[src/rtl/gdfs_pkg.sv]
// ----------------------------------------------------------------------------
// gdfs_pkg
// Shared widths, codes and defaults for the depth-first traversal block.
// ----------------------------------------------------------------------------
package gdfs_pkg;

  // fixed field widths
  localparam int KIND_W = 2;
  localparam int VTX_W  = 4;
  localparam int NV_W   = 5;

  // default vertex capacity
  localparam int MAX_VERTICES_DEF = 16;

  // configuration port
  localparam int PADDR_W = 3;
  localparam int PDATA_W = 32;

  // item kinds
  localparam logic [KIND_W-1:0] KIND_CLEAR = 2'd0;
  localparam logic [KIND_W-1:0] KIND_EDGE  = 2'd1;
  localparam logic [KIND_W-1:0] KIND_WALK  = 2'd2;

  // register indexes (paddr[2])
  localparam logic REG_NUM_VERTICES = 1'b0;
  localparam logic REG_UNDIRECTED   = 1'b1;

  // register reset values
  localparam logic [NV_W-1:0] NUM_VERTICES_RST = 5'd16;
  localparam logic            UNDIRECTED_RST   = 1'b1;

  // status codes
  localparam logic STATUS_OK  = 1'b0;
  localparam logic STATUS_BAD = 1'b1;

endpackage

[src/rtl/gdfs_in_if.sv]
// ----------------------------------------------------------------------------
// gdfs_in_if
// Command channel: one beat is a clear, an edge insert or a traversal start.
// ----------------------------------------------------------------------------
interface gdfs_in_if import gdfs_pkg::*; ();
  logic              valid;
  logic              ready;
  logic [KIND_W-1:0] kind;
  logic [VTX_W-1:0]  vertex_a;
  logic [VTX_W-1:0]  vertex_b;

  modport source (output valid, output kind, output vertex_a, output vertex_b,
                  input ready);
  modport sink   (input valid, input kind, input vertex_a, input vertex_b,
                  output ready);
endinterface

[src/rtl/gdfs_out_if.sv]
// ----------------------------------------------------------------------------
// gdfs_out_if
// Result channel: one beat per visited vertex or per command acknowledge.
// ----------------------------------------------------------------------------
interface gdfs_out_if import gdfs_pkg::*; ();
  logic             valid;
  logic             ready;
  logic [VTX_W-1:0] visited_vertex;
  logic             last;
  logic             status;

  modport source (output valid, output visited_vertex, output last, output status,
                  input ready);
  modport sink   (input valid, input visited_vertex, input last, input status,
                  output ready);
endinterface

[src/rtl/graph_dfs_stack_traversal.sv]
// ----------------------------------------------------------------------------
// graph_dfs_stack_traversal
// Depth-first walk over a bit adjacency matrix held in a synchronous memory.
// ----------------------------------------------------------------------------
// Usage:
//   items   : command beats (kind, vertex_a, vertex_b); taken one at a time,
//             ready is high only while no command is in progress.
//   results : clear and edge commands give one beat (last = 1); a traversal
//             gives one beat per visited vertex in visiting order, the final
//             one with last = 1. A bad vertex gives a single beat, status 1.
//   APB     : num_vertices at 0x0, undirected_mode at 0x4; write only when idle.
// Steps:
//   clear / bad vertex : straight to S_DONE and the result register
//   edge insert        : row read, modify, write (row a, then row b when undirected)
//   traversal          : per visited vertex, a stack pop, a row memory read and a
//                        row scan of one neighbour per cycle
// A finished beat waits in the output register; the next command is taken
// meanwhile, and the block stalls only when it has a new beat to load.
// Reset clears the row valid bits (matrix reads as empty), the stack pointer
// and the registers to their defaults; no clearing pass is needed.
// ----------------------------------------------------------------------------
module graph_dfs_stack_traversal import gdfs_pkg::*; #(
  parameter int MAX_VERTICES = MAX_VERTICES_DEF
) (
  input  logic               clk,
  input  logic               rst,
  gdfs_in_if.sink            items,
  gdfs_out_if.source         results,
  input  logic               psel,
  input  logic               penable,
  input  logic               pwrite,
  input  logic [PADDR_W-1:0] paddr,
  input  logic [PDATA_W-1:0] pwdata,
  output logic [PDATA_W-1:0] prdata,
  output logic               pready
);

  localparam int VW = (MAX_VERTICES > 1) ? $clog2(MAX_VERTICES) : 1;
  localparam int SW = $clog2(MAX_VERTICES + 1);
  localparam int NW = $clog2(MAX_VERTICES + 1);
  localparam int LW = (NW > NV_W) ? NW : NV_W;

  typedef enum logic [3:0] {
    S_IDLE, S_EDGE_A, S_EDGE_B, S_DONE, S_POP, S_ROW, S_ROWW, S_SCAN, S_EMIT
  } state_t;

  state_t state;

  // configuration registers
  logic [NV_W-1:0] num_vertices;
  logic            undirected_mode;

  // command registers
  logic [VW-1:0]   a_q;
  logic [VW-1:0]   b_q;
  logic            res_status;

  // walk state
  logic [MAX_VERTICES-1:0] visited;
  logic [MAX_VERTICES-1:0] row;
  logic [SW-1:0]           sp;
  logic [LW-1:0]           v;

  // adjacency memory and row valid bits
  logic [MAX_VERTICES-1:0] row_mem [MAX_VERTICES];
  logic [MAX_VERTICES-1:0] row_valid;
  logic [MAX_VERTICES-1:0] row_q;
  logic                    row_hit_q;
  logic                    row_re;
  logic [VW-1:0]           row_ra;
  logic                    row_we;
  logic [VW-1:0]           row_wa;
  logic [MAX_VERTICES-1:0] row_wd;
  logic [MAX_VERTICES-1:0] row_cur;

  // stack memory
  logic [VW-1:0] stk_mem [MAX_VERTICES];
  logic [VW-1:0] stk_q;
  logic          stk_re;
  logic [VW-1:0] stk_ra;
  logic          stk_we;
  logic [VW-1:0] stk_wa;
  logic [VW-1:0] stk_wd;

  // output register
  logic             out_valid;
  logic [VTX_W-1:0] out_vertex;
  logic             out_last;
  logic             out_status;

  logic            in_fire;
  logic            out_free;
  logic            out_load;
  logic [LW-1:0]   lim;
  logic [LW-1:0]   a_ext;
  logic [LW-1:0]   b_ext;
  logic            a_ok;
  logic            b_ok;
  logic [VW-1:0]   vi;
  logic            push;
  logic [SW-1:0]   sp_m1;
  logic            cfg_we;

  // handshake and helpers
  assign items.ready = (state == S_IDLE);
  assign in_fire     = items.valid && items.ready;
  assign out_free    = !out_valid || results.ready;
  assign out_load    = out_free && ((state == S_DONE) || (state == S_EMIT));

  assign results.valid          = out_valid;
  assign results.visited_vertex = out_vertex;
  assign results.last           = out_last;
  assign results.status         = out_status;

  assign lim   = (LW'(num_vertices) > LW'(MAX_VERTICES)) ? LW'(MAX_VERTICES)
                                                         : LW'(num_vertices);
  assign a_ext = LW'(items.vertex_a);
  assign b_ext = LW'(items.vertex_b);
  assign a_ok  = a_ext < lim;
  assign b_ok  = b_ext < lim;
  assign vi    = v[VW-1:0];
  assign sp_m1 = sp - SW'(1);
  assign push  = (state == S_SCAN) && (v < lim) && row[vi] && !visited[vi];

  assign row_cur = row_hit_q ? row_q : '0;

  // memory port control
  always_comb begin
    row_re = 1'b0;
    row_ra = a_ext[VW-1:0];
    row_we = 1'b0;
    row_wa = a_q;
    row_wd = row_cur | (MAX_VERTICES'(1) << b_q);
    stk_re = 1'b0;
    stk_ra = sp_m1[VW-1:0];
    stk_we = 1'b0;
    stk_wa = sp[VW-1:0];
    stk_wd = vi;
    unique case (state)
      S_IDLE: begin
        row_re = in_fire && (items.kind == KIND_EDGE);
        stk_we = in_fire && (items.kind == KIND_WALK) && a_ok;
        stk_wa = '0;
        stk_wd = a_ext[VW-1:0];
      end
      S_EDGE_A: begin
        row_we = 1'b1;
        row_re = undirected_mode;
        row_ra = b_q;
      end
      S_EDGE_B: begin
        row_we = 1'b1;
        row_wa = b_q;
        row_wd = row_cur | (MAX_VERTICES'(1) << a_q);
      end
      S_POP: begin
        stk_re = 1'b1;
      end
      S_ROW: begin
        row_re = 1'b1;
        row_ra = stk_q;
      end
      S_SCAN: begin
        stk_we = push;
      end
      default: begin
      end
    endcase
  end

  // adjacency memory
  always_ff @(posedge clk) begin
    if (row_we) begin
      row_mem[row_wa] <= row_wd;
    end
    if (row_re) begin
      row_q     <= row_mem[row_ra];
      row_hit_q <= row_valid[row_ra];
    end
  end

  // stack memory
  always_ff @(posedge clk) begin
    if (stk_we) begin
      stk_mem[stk_wa] <= stk_wd;
    end
    if (stk_re) begin
      stk_q <= stk_mem[stk_ra];
    end
  end

  // configuration port
  assign pready = 1'b1;
  assign cfg_we = psel && penable && pwrite;

  always_comb begin
    unique case (paddr[2])
      REG_NUM_VERTICES: prdata = PDATA_W'(num_vertices);
      REG_UNDIRECTED:   prdata = PDATA_W'(undirected_mode);
      default:          prdata = '0;
    endcase
  end

  always_ff @(posedge clk) begin
    if (rst) begin
      num_vertices    <= NUM_VERTICES_RST;
      undirected_mode <= UNDIRECTED_RST;
    end else if (cfg_we) begin
      unique case (paddr[2])
        REG_NUM_VERTICES: num_vertices    <= pwdata[NV_W-1:0];
        REG_UNDIRECTED:   undirected_mode <= pwdata[0];
        default: begin
        end
      endcase
    end
  end

  // command sequencer and output register
  always_ff @(posedge clk) begin
    if (rst) begin
      state     <= S_IDLE;
      out_valid <= 1'b0;
      row_valid <= '0;
      visited   <= '0;
      sp        <= '0;
    end else begin
      // a new beat loads over a drained one
      if (out_load) begin
        out_valid <= 1'b1;
      end else if (results.ready) begin
        out_valid <= 1'b0;
      end
      unique case (state)
        S_IDLE: begin
          if (in_fire) begin
            a_q <= a_ext[VW-1:0];
            b_q <= b_ext[VW-1:0];
            unique case (items.kind)
              KIND_CLEAR: begin
                row_valid  <= '0;
                res_status <= STATUS_OK;
                state      <= S_DONE;
              end
              KIND_EDGE: begin
                if (a_ok && b_ok) begin
                  res_status <= STATUS_OK;
                  state      <= S_EDGE_A;
                end else begin
                  res_status <= STATUS_BAD;
                  state      <= S_DONE;
                end
              end
              KIND_WALK: begin
                if (a_ok) begin
                  visited <= MAX_VERTICES'(1) << a_ext[VW-1:0];
                  sp      <= SW'(1);
                  state   <= S_POP;
                end else begin
                  res_status <= STATUS_BAD;
                  state      <= S_DONE;
                end
              end
              default: begin
                res_status <= STATUS_OK;
                state      <= S_DONE;
              end
            endcase
          end
        end
        S_EDGE_A: begin
          row_valid[a_q] <= 1'b1;
          state          <= undirected_mode ? S_EDGE_B : S_DONE;
        end
        S_EDGE_B: begin
          row_valid[b_q] <= 1'b1;
          state          <= S_DONE;
        end
        S_DONE: begin
          if (out_free) begin
            out_vertex <= '0;
            out_last   <= 1'b1;
            out_status <= res_status;
            state      <= S_IDLE;
          end
        end
        S_POP: begin
          sp    <= sp_m1;
          state <= S_ROW;
        end
        S_ROW: begin
          state <= S_ROWW;
        end
        S_ROWW: begin
          row   <= row_cur;
          v     <= '0;
          state <= S_SCAN;
        end
        S_SCAN: begin
          if (v < lim) begin
            if (push) begin
              visited[vi] <= 1'b1;
              sp          <= sp + SW'(1);
            end
            v <= v + LW'(1);
          end else begin
            state <= S_EMIT;
          end
        end
        S_EMIT: begin
          if (out_free) begin
            out_vertex <= VTX_W'(stk_q);
            out_last   <= (sp == '0);
            out_status <= STATUS_OK;
            state      <= (sp == '0) ? S_IDLE : S_POP;
          end
        end
        default: state <= S_IDLE;
      endcase
    end
  end

`ifndef SYNTHESIS
  // stack never holds more entries than vertices marked
  a_stack_vs_marks: assert property (@(posedge clk) disable iff (rst)
    $countones(visited) >= int'(sp))
    else $error("stack deeper than visited set");

  // stack depth bounded by capacity
  a_stack_bound: assert property (@(posedge clk) disable iff (rst)
    sp <= SW'(MAX_VERTICES))
    else $error("stack overflow");

  // a pushed vertex was not yet visited and is marked next cycle
  a_push_marks: assert property (@(posedge clk) disable iff (rst)
    push |=> visited[$past(vi)])
    else $error("pushed vertex not marked");

  // scan counter stays within the vertex count
  a_scan_range: assert property (@(posedge clk) disable iff (rst)
    (state == S_SCAN) |-> (v <= lim))
    else $error("scan ran past vertex count");

  // the beat marked last ends the traversal
  a_last_ends: assert property (@(posedge clk) disable iff (rst)
    ((state == S_EMIT) && out_free && (sp == '0)) |=> (state == S_IDLE) && out_last)
    else $error("walk continued after last beat");
`endif

endmodule
[src/flat_wrapper.sv]
// flat-port wrapper written by rule: the top's interface ports become plain ports
module graph_dfs_stack_traversal_flat import gdfs_pkg::*;
#(
  parameter int MAX_VERTICES = MAX_VERTICES_DEF
)
  (clk, rst, psel, penable, pwrite, paddr, pwdata, prdata, pready, items_valid, items_kind, items_vertex_a, items_vertex_b, items_ready, results_valid, results_visited_vertex, results_last, results_status, results_ready);
  gdfs_in_if items_i ();
  gdfs_out_if results_i ();
  input  logic clk;
  input  logic rst;
  input  logic psel;
  input  logic penable;
  input  logic pwrite;
  input  logic [PADDR_W-1:0] paddr;
  input  logic [PDATA_W-1:0] pwdata;
  output logic [PDATA_W-1:0] prdata;
  output logic pready;
  input wire logic [$bits(items_i.valid)-1:0] items_valid;
  input wire logic [$bits(items_i.kind)-1:0] items_kind;
  input wire logic [$bits(items_i.vertex_a)-1:0] items_vertex_a;
  input wire logic [$bits(items_i.vertex_b)-1:0] items_vertex_b;
  output wire logic [$bits(items_i.ready)-1:0] items_ready;
  output wire logic [$bits(results_i.valid)-1:0] results_valid;
  output wire logic [$bits(results_i.visited_vertex)-1:0] results_visited_vertex;
  output wire logic [$bits(results_i.last)-1:0] results_last;
  output wire logic [$bits(results_i.status)-1:0] results_status;
  input wire logic [$bits(results_i.ready)-1:0] results_ready;
  assign items_i.valid = items_valid;
  assign items_i.kind = items_kind;
  assign items_i.vertex_a = items_vertex_a;
  assign items_i.vertex_b = items_vertex_b;
  assign items_ready = items_i.ready;
  assign results_valid = results_i.valid;
  assign results_visited_vertex = results_i.visited_vertex;
  assign results_last = results_i.last;
  assign results_status = results_i.status;
  assign results_i.ready = results_ready;
  graph_dfs_stack_traversal #(.MAX_VERTICES(MAX_VERTICES)) u_core (.clk(clk), .rst(rst), .items(items_i), .results(results_i), .psel(psel), .penable(penable), .pwrite(pwrite), .paddr(paddr), .pwdata(pwdata), .prdata(prdata), .pready(pready));
endmodule
[config.mk]
export PLATFORM = sky130hd
export DESIGN_NAME = graph_dfs_stack_traversal_flat
export DESIGN_NICKNAME = d
export VERILOG_FILES = /design/src/rtl/gdfs_pkg.sv /design/src/rtl/gdfs_in_if.sv /design/src/rtl/gdfs_out_if.sv /design/src/rtl/graph_dfs_stack_traversal.sv /design/src/flat_wrapper.sv
export SDC_FILE = /design/constraint.sdc
export NUM_CORES = 1
export LEC_CHECK = 0
export ABC_AREA = 1
export BUFFER_PORTS_ARGS = -buffer_cell sky130_fd_sc_hd__buf_4
export CAP_MARGIN = 20
export CORE_ASPECT_RATIO = 0.6
export CORE_MARGIN = 10
export CORE_UTILIZATION = 55
export DETAILED_ROUTE_END_ITERATION = 6
export PLACE_DENSITY = 0.85
export SLEW_MARGIN = 30
export SYNTH_ARGS = -nofsm -noshare
export SYNTH_HDL_FRONTEND = slang
export SYNTH_SLANG_ARGS = --single-unit
[constraint.sdc]
create_clock -name clk -period 9.9 [get_ports clk]
set_clock_uncertainty 0.2 [all_clocks]
set_input_delay 1.98 -clock clk [delete_from_list [all_inputs] [get_ports clk]]
set_output_delay 1.98 -clock clk [all_outputs]
set_load 0.005 [all_outputs]
==> out/qor.csv, run 1 <==
metric,value,unit
sw_frac_of_total,36.3,%
drt-pass1-iter-count,6,
status,"complete, no violations",
max_stage_delay,240,ps
crit_path_cell_trace,"buf_4, o21ai_0, buf_4",
layout.nets,1966,
grt_pass1_vias,13169,
grtUsageTotal,21.7,%
yosysUniqueCellTypes,47,
netlist_area,19400,um2
drive_gt1_share,10.3,%
synthFlopType,edfxtp_1,
path_class,in -> out,
period_share,47.6,%
place_inst,2322,
path_clk_slew,60,ps
p_total,0.00573,W
portBuffers,35,
cp_max_fo,9,
critPathCaptureType,output port,
dp.final_hpwl,29700,um
cts-buffers-inserted,37,
synthTopCellsByCount,"377 x edfxtp_1, 348 x nand2_1, 244 x inv_1",
rr_endpoint,u_core.stk_mem[0][3],
finalSetupViolations,0,
r2r_slack,5710,ps
routabilityCongestion,0.931,
ys_seq_area_share,63.5,%
syn_to_final_growth,9.69,%
cp-endpoint,prdata[0],
clock.fmax,212,MHz
ys_top_cells_by_area,"edfxtp_1 58%, nand2_1 6.7%, dfxtp_1 5.0%",
drv_cap,0,
seq_power_share,43.1,%
io_pins,93,
die_y,165,um
required,7720,ps
busiest_layer,met2,
root_buffer,clkbuf_16,
rsz0062_at_grt,false,
clkLatencyLatePin,550,ps
grt_pass1_wl,72900,um
drcViolationCount,0,
antenna_left,0,
startpoint,paddr[2],
placed_area,20100,um2
num_vias,13892,
hp-class,reg -> reg,
yosysTopAreaCell,edfxtp_1,
p_clk_share,24.4,%
relSlewSlack,35.9,%
hold_slack,266,ps
postCtsSetupBuffers,0,
clock-sinks,425,
cts.path.max_buffers,3,
drt_iter0_drc,1921,
startpoint_type,primary input,
hold_viol,0,
p_int,0.00365,W
worstPathArrival,2530,ps
slew_viol_final,0,
rows,53,
cts_hold_buf,0,
power.leakage,8.21,nW
wirelength,47700,um
grt_overflow,0,
syn_avg_cell_area,10.4,um2
synth_warnings,0,
peakVddDrop,160,uV
synth_seq_cells,425,
start_util,55.5,%
h-tree-depth,2,
die_w,262,um
holdPathStages,2,
die-area,43300,um2
vias_per_cell,5.81,
power_density,270,nW/um2
tightest_slew,960,ps
yosysMostFrequentCell,edfxtp_1,
synth-edff-count,377,
cpMostUsedCell,buf_4,
combPwrFrac,32.4,%
final_cells,2392,
cts_resized,0,
grt_max_degree,273,
cts_tree,done,
p_switching,0.00208,W
use_met2,33.6,%
synth.top_cell.area_share,58.5,%
grtUsageMet3,4.20,%
async_flop_share,0,%
wl_per_cell,19.9,um
fin_area,21200,um2
regToRegStartpoint,u_core.v[0],
worst_path_max_delay_cell,o21ai_0,
period_needed,4710,ps
reg2reg_depth,11,
use_met1,30.3,%
antenna_found_initial,1,
core-area,34900,um2
synth_cells,1862,
fin_setup_tns,0,ps
-- per-layer routing --
layer  part of all wire [%]  wire [um]
met5                      0          0
met4                    2.9       1400
met3                     12       5660
met2                     45      21500
met1                     40      19200
-- cells in the final DEF (no fill, tap or decap), drive strengths merged --
cell type  Yosys  routed
inv          256     258
o32ai          7       7
buf           80      85
o221ai        10      10
a21o           1       1
a211oi         1       1
or2           18      18
diode          0       1
o211ai       110     110
o31ai          1       1
a2111oi        1       1
nor3           6       6
nand2        351     351
clkbuf        37      50
a21oi         36      36
xor2           1       1
a32oi          1       1
o21ai        120     120
o41ai          1       1
a31oi          8       8
dfxtp         48      48
edfxtp       377     377
nor2         155     155
nor4           5       5
clkinv         3      17
nand3        178     178
conb           2      28
o22ai          9       9
nand4          7       7
o21a           2       2
and2           1       1
ha            19      19
a22oi          1       1
bufinv         0       1
mux2i          9       9
clkinvlp       0       1
-- layout make-up --
type,instances,area (um2)
fill,2699,13600
antenna,1,2.50
sequential,425,12300
timing repair buffer,85,691
tap,467,584
inverter,259,972
clock buffer,50,996
multi-input combinational,1087,5560
clock inverter,18,140
-- worst min path at each step --
stage | start | end
global placement | u_core.row_valid[6] | u_core.row_valid[6]
detailed placement | u_core.row_valid[5] | u_core.row_valid[5]
floorplan | u_core.row_valid[4] | u_core.row_valid[4]
CTS | u_core.row_valid[5] | u_core.row_valid[5]
finish | u_core.row_valid[5] | u_core.row_valid[5]
global route | u_core.row_valid[6] | u_core.row_valid[6]
-- registers in the layout, summed over array words and instances (netlist names), 4 cells and up --
name                           flops
u_core.a_q                         4
u_core.b_q                         4
u_core.num_vertices                5
u_core.results.visited_vertex      4
u_core.row                        16
u_core.row_mem                   256
u_core.row_q                      16
u_core.row_valid                  16
u_core.sp                          5
u_core.state                       4
u_core.stk_mem                    64
u_core.stk_q                       4
u_core.v                           5
u_core.visited                    16
-- power groups by stage --
| stage | Combinational [W] | Sequential, W | Clock, W |
|---|---|---|---|
| floorplan | 0.00128 | 0.00248 | 0 |
| global placement | 0.00173 | 0.00250 | 0 |
| detailed placement | 0.00180 | 0.00251 | 0 |
| CTS | 0.00182 | 0.00247 | 0.00141 |
| global route | 0.00204 | 0.00248 | 0.00148 |
| finish | 0.00186 | 0.00247 | 0.00140 |
-- worst max-delay path, delay by kind of cell --
family / cells / cell delay (ps)
buffers and inverters: 2 / 320
AO/OA/AOI/OAI: 1 / 240
-- cells by family after synthesis --
family          after synthesis  synth area share (%)
buf+inv                     376                  8.79
other cells                   2                0.0388
mux                           9                 0.465
flops                       425                  63.5
compound gates              309                  10.2
xor+xnor                      1                0.0453
simple gates                721                  15.8
fa+ha+maj                    19                  1.23
-- metrics by stage --
stage / setup slack [ps] / util, %
after floorplan: 5360 / -
after global placement: 4880 / 57.4
after detailed placement: 4880 / 57.5
after CTS: 5200 / 60.8
after global routing: 5100 / 60.9
final: 5190 / 60.9
Power figures use the tool's default switching activity.
==> inputs of run 2 (changes only) <==
- ABC_AREA: 1 -> 0
- PLACE_DENSITY: 0.85 -> 0.88
- clock period: 9.9 -> 3.9 ns (I/O delays scaled with it)
==> out/qor.csv, run 2 <==
metric,value,unit,change
postCtsSetupBuffers,0,,unchanged
p_int,0.00846,W,+130%
synth.top_cell.area_share,62.5,%,+4.0 points
startpoint,u_core.num_vertices[4],,
drt-pass1-iter-count,7,,+1
regToRegStartpoint,u_core.num_vertices[4],,
finalSetupViolations,0,,unchanged
largest_register_ffs,256,,unchanged
syn_avg_cell_area,16.2,um2,+55%
synth_warnings,0,,unchanged
synthTopCellsByCount,"377 x edfxtp_1, 88 x mux4_2, 80 x nor2_1",,
tightest_slew,1040,ps,+79.2 ps
grtUsageTotal,20.9,%,-0.79 points
synthFlopType,edfxtp_1,,
p_clk_share,31.3,%,+6.9 points
startpoint_type,flip-flop,,
combPwrFrac,19.9,%,-13 points
ys_top_cells_by_area,"edfxtp_1 63%, mux4_2 11%, dfxtp_1 5.3%",,
rsz0062_at_grt,false,,
relSlewSlack,30.1,%,-5.8 points
path_class,reg -> reg,,
dp.final_hpwl,27500,um,-7.5%
num_vias,10701,,-23%
synth_seq_cells,425,,unchanged
die-area,40800,um2,-5.8%
wl_per_cell,25.9,um,+30%
power.leakage,7.02,nW,-15%
grt_pass1_wl,64700,um,-11%
r2r_slack,310,ps,-5400 ps
synth_cells,1121,,-40%
hp-class,in -> reg,,
routabilityCongestion,0.924,,-0.73%
rr_endpoint,u_core.stk_mem[7][0],,
period_needed,3590,ps,
root_buffer,clkbuf_16,,
layout.nets,1261,,-36%
ys_seq_area_share,67.8,%,+4.4 points
cts_tree,done,,
antennaDiodeCount,0,,-1
h-tree-depth,2,,unchanged
required,3910,ps,-3810 ps
drv_cap,0,,unchanged
clkLatencyLatePin,540,ps,about the same
grt_pass1_vias,10323,,-22%
wirelength,42500,um,-11%
slew_viol_final,0,,unchanged
antenna_found_initial,0,,-1
placed_area,19100,um2,-4.9%
top_regs,"u_core.row_mem x256, u_core.stk_mem x64",,
period_share,92.2,%,
die_y,161,um,-2.9%
seq_power_share,48.8,%,+5.7 points
core-area,32500,um2,-6.9%
syn_to_final_growth,12.3,%,
layout_common_cells,"377 x edfxtp_1, 88 x mux4_2, 87 x buf_4",,
cts_hold_buf,0,,unchanged
peakVddDrop,380,uV,+140%
netlist_area,18100,um2,-6.4%
start_util,55.8,%,+0.27 points
synth-edff-count,377,,unchanged
cp_max_fo,7,,-2
cts-buffers-inserted,37,,unchanged
reg2reg_depth,10,,-1
power_density,570,nW/um2,+110%
portBuffers,35,,unchanged
grt_max_degree,35,,-87%
top_register,u_core.row_mem,,
drive_gt1_share,23.4,%,+13 points
sw_frac_of_total,27.0,%,-9.3 points
yosysMostFrequentCell,edfxtp_1,,
drcViolationCount,0,,unchanged
die_w,254,um,-3.0%
vias_per_cell,6.52,,+12%
drt_iter0_drc,1498,,-22%
clock-sinks,425,,unchanged
final_common_cell,edfxtp_1,,
path_clk_slew,70,ps,about the same
status,"complete, no violations",,
grt_overflow,0,,unchanged
p_switching,0.00313,W,+51%
antenna_left,0,,unchanged
clock.fmax,278,MHz,
cts_resized,0,,unchanged
hold_viol,0,,unchanged
rows,51,,-3.8%
io_pins,93,,unchanged
fin_setup_tns,0,ps,unchanged
fin_area,20300,um2,-4.2%
cts.path.max_buffers,3,,unchanged
critPathCaptureType,flip-flop,,
async_flop_share,0,%,unchanged
yosysTopAreaCell,edfxtp_1,,
yosysUniqueCellTypes,68,,+45%
worstPathArrival,3610,ps,+1080 ps
finalCoreUtilization,62.6,%,+1.7 points
cp-endpoint,u_core.stk_mem[7][0],,
==> run 2: cell types whose count changed after synthesis, sizes merged, moves of 23 or more <==
cell / before / now
nand2: 351 / 47
and2: 1 / 24
o21ai: 120 / 29
o211ai: 110 / 3
mux2i: 9 / 60
buf: 80 / 55
mux4: 0 / 88
inv: 256 / 16
nand3: 178 / 15
nor2: 155 / 80
==> run 2: layout make-up <==
| cell class | instances | area (um2) |
|---|---|---|
| clock buffers | 51 | 1040 |
| clock inverters | 15 | 141 |
| fillers | 2175 | 12100 |
| inverters | 16 | 60.1 |
| multi-input cells | 620 | 5570 |
| flip-flops and latches | 425 | 12300 |
| well taps | 424 | 531 |
| repair buffers | 90 | 713 |
==> run 2: how the worst min path moves through the flow <==
stage	startpoint	cells past startpoint	endpoint	slack, ps
floorplan	u_core.row_valid[14]	2	u_core.row_valid[14]	230
global placement	u_core.row_valid[5]	2	u_core.row_valid[5]	240
detailed placement	u_core.row_valid[6]	2	u_core.row_valid[6]	260
CTS	items_vertex_b[0]	1	u_core.b_q[0]	230
global route	items_vertex_b[3]	1	u_core.b_q[3]	230
finish	items_vertex_b[3]	1	u_core.b_q[3]	240
==> run 2: logic make-up (layout without fill, tap and decap cells) <==
family / Yosys count / in the layout / synth area share (%)
mux: 149 / 149 / 14.3
buf+inv: 102 / 172 / 2.91
other cells: 2 / 28 / 0.0415
compound gates: 177 / 177 / 6.49
flops: 425 / 425 / 67.8
xor+xnor: 6 / 6 / 0.290
simple gates: 241 / 241 / 6.83
fa+ha+maj: 19 / 19 / 1.31
==> run 2: worst max-delay path: stages, from the launching register on <==
cell,delay (ps)
dfxtp_1,340
inv_1,200
nand2_1,160
ha_1,330
o2111ai_1,250
a31oi_1,100
or4_4,550
nor4_2,280
buf_4,190
nand3_1,260
nor2_1,400
==> run 2: power groups by stage <==
stage / registers, W / clock network (W) / logic [W]
floorplan: 0.00569 / 0 / 0.00154
global placement: 0.00573 / 0 / 0.00214
finish: 0.00566 / 0.00362 / 0.00231
CTS: 0.00566 / 0.00365 / 0.00226
detailed placement: 0.00575 / 0 / 0.00224
global route: 0.00568 / 0.00384 / 0.00248
==> run 2: through the flow <==
stage               hold slack, ps  worst slack, ps  power [W]  instances
floorplan                      231              604    0.00722       1147
global placement               243              550    0.00787       1575
detailed placement             257              391    0.00800       1575
CTS                            234              398     0.0116       1641
global route                   231              127     0.0120       1641
finish                         244              305     0.0116       1641
==> run 2: layer usage <==
layer	wire length [um]	vias to the layer above	GRT usage, %	part of all wire, %
li1	-	4488	-	-
met1	17800	5383	31.5	42
met2	18300	735	29.4	43
met3	5590	95	5.88	13
met4	803	0	4.99	1.9
met5	0	-	0	0
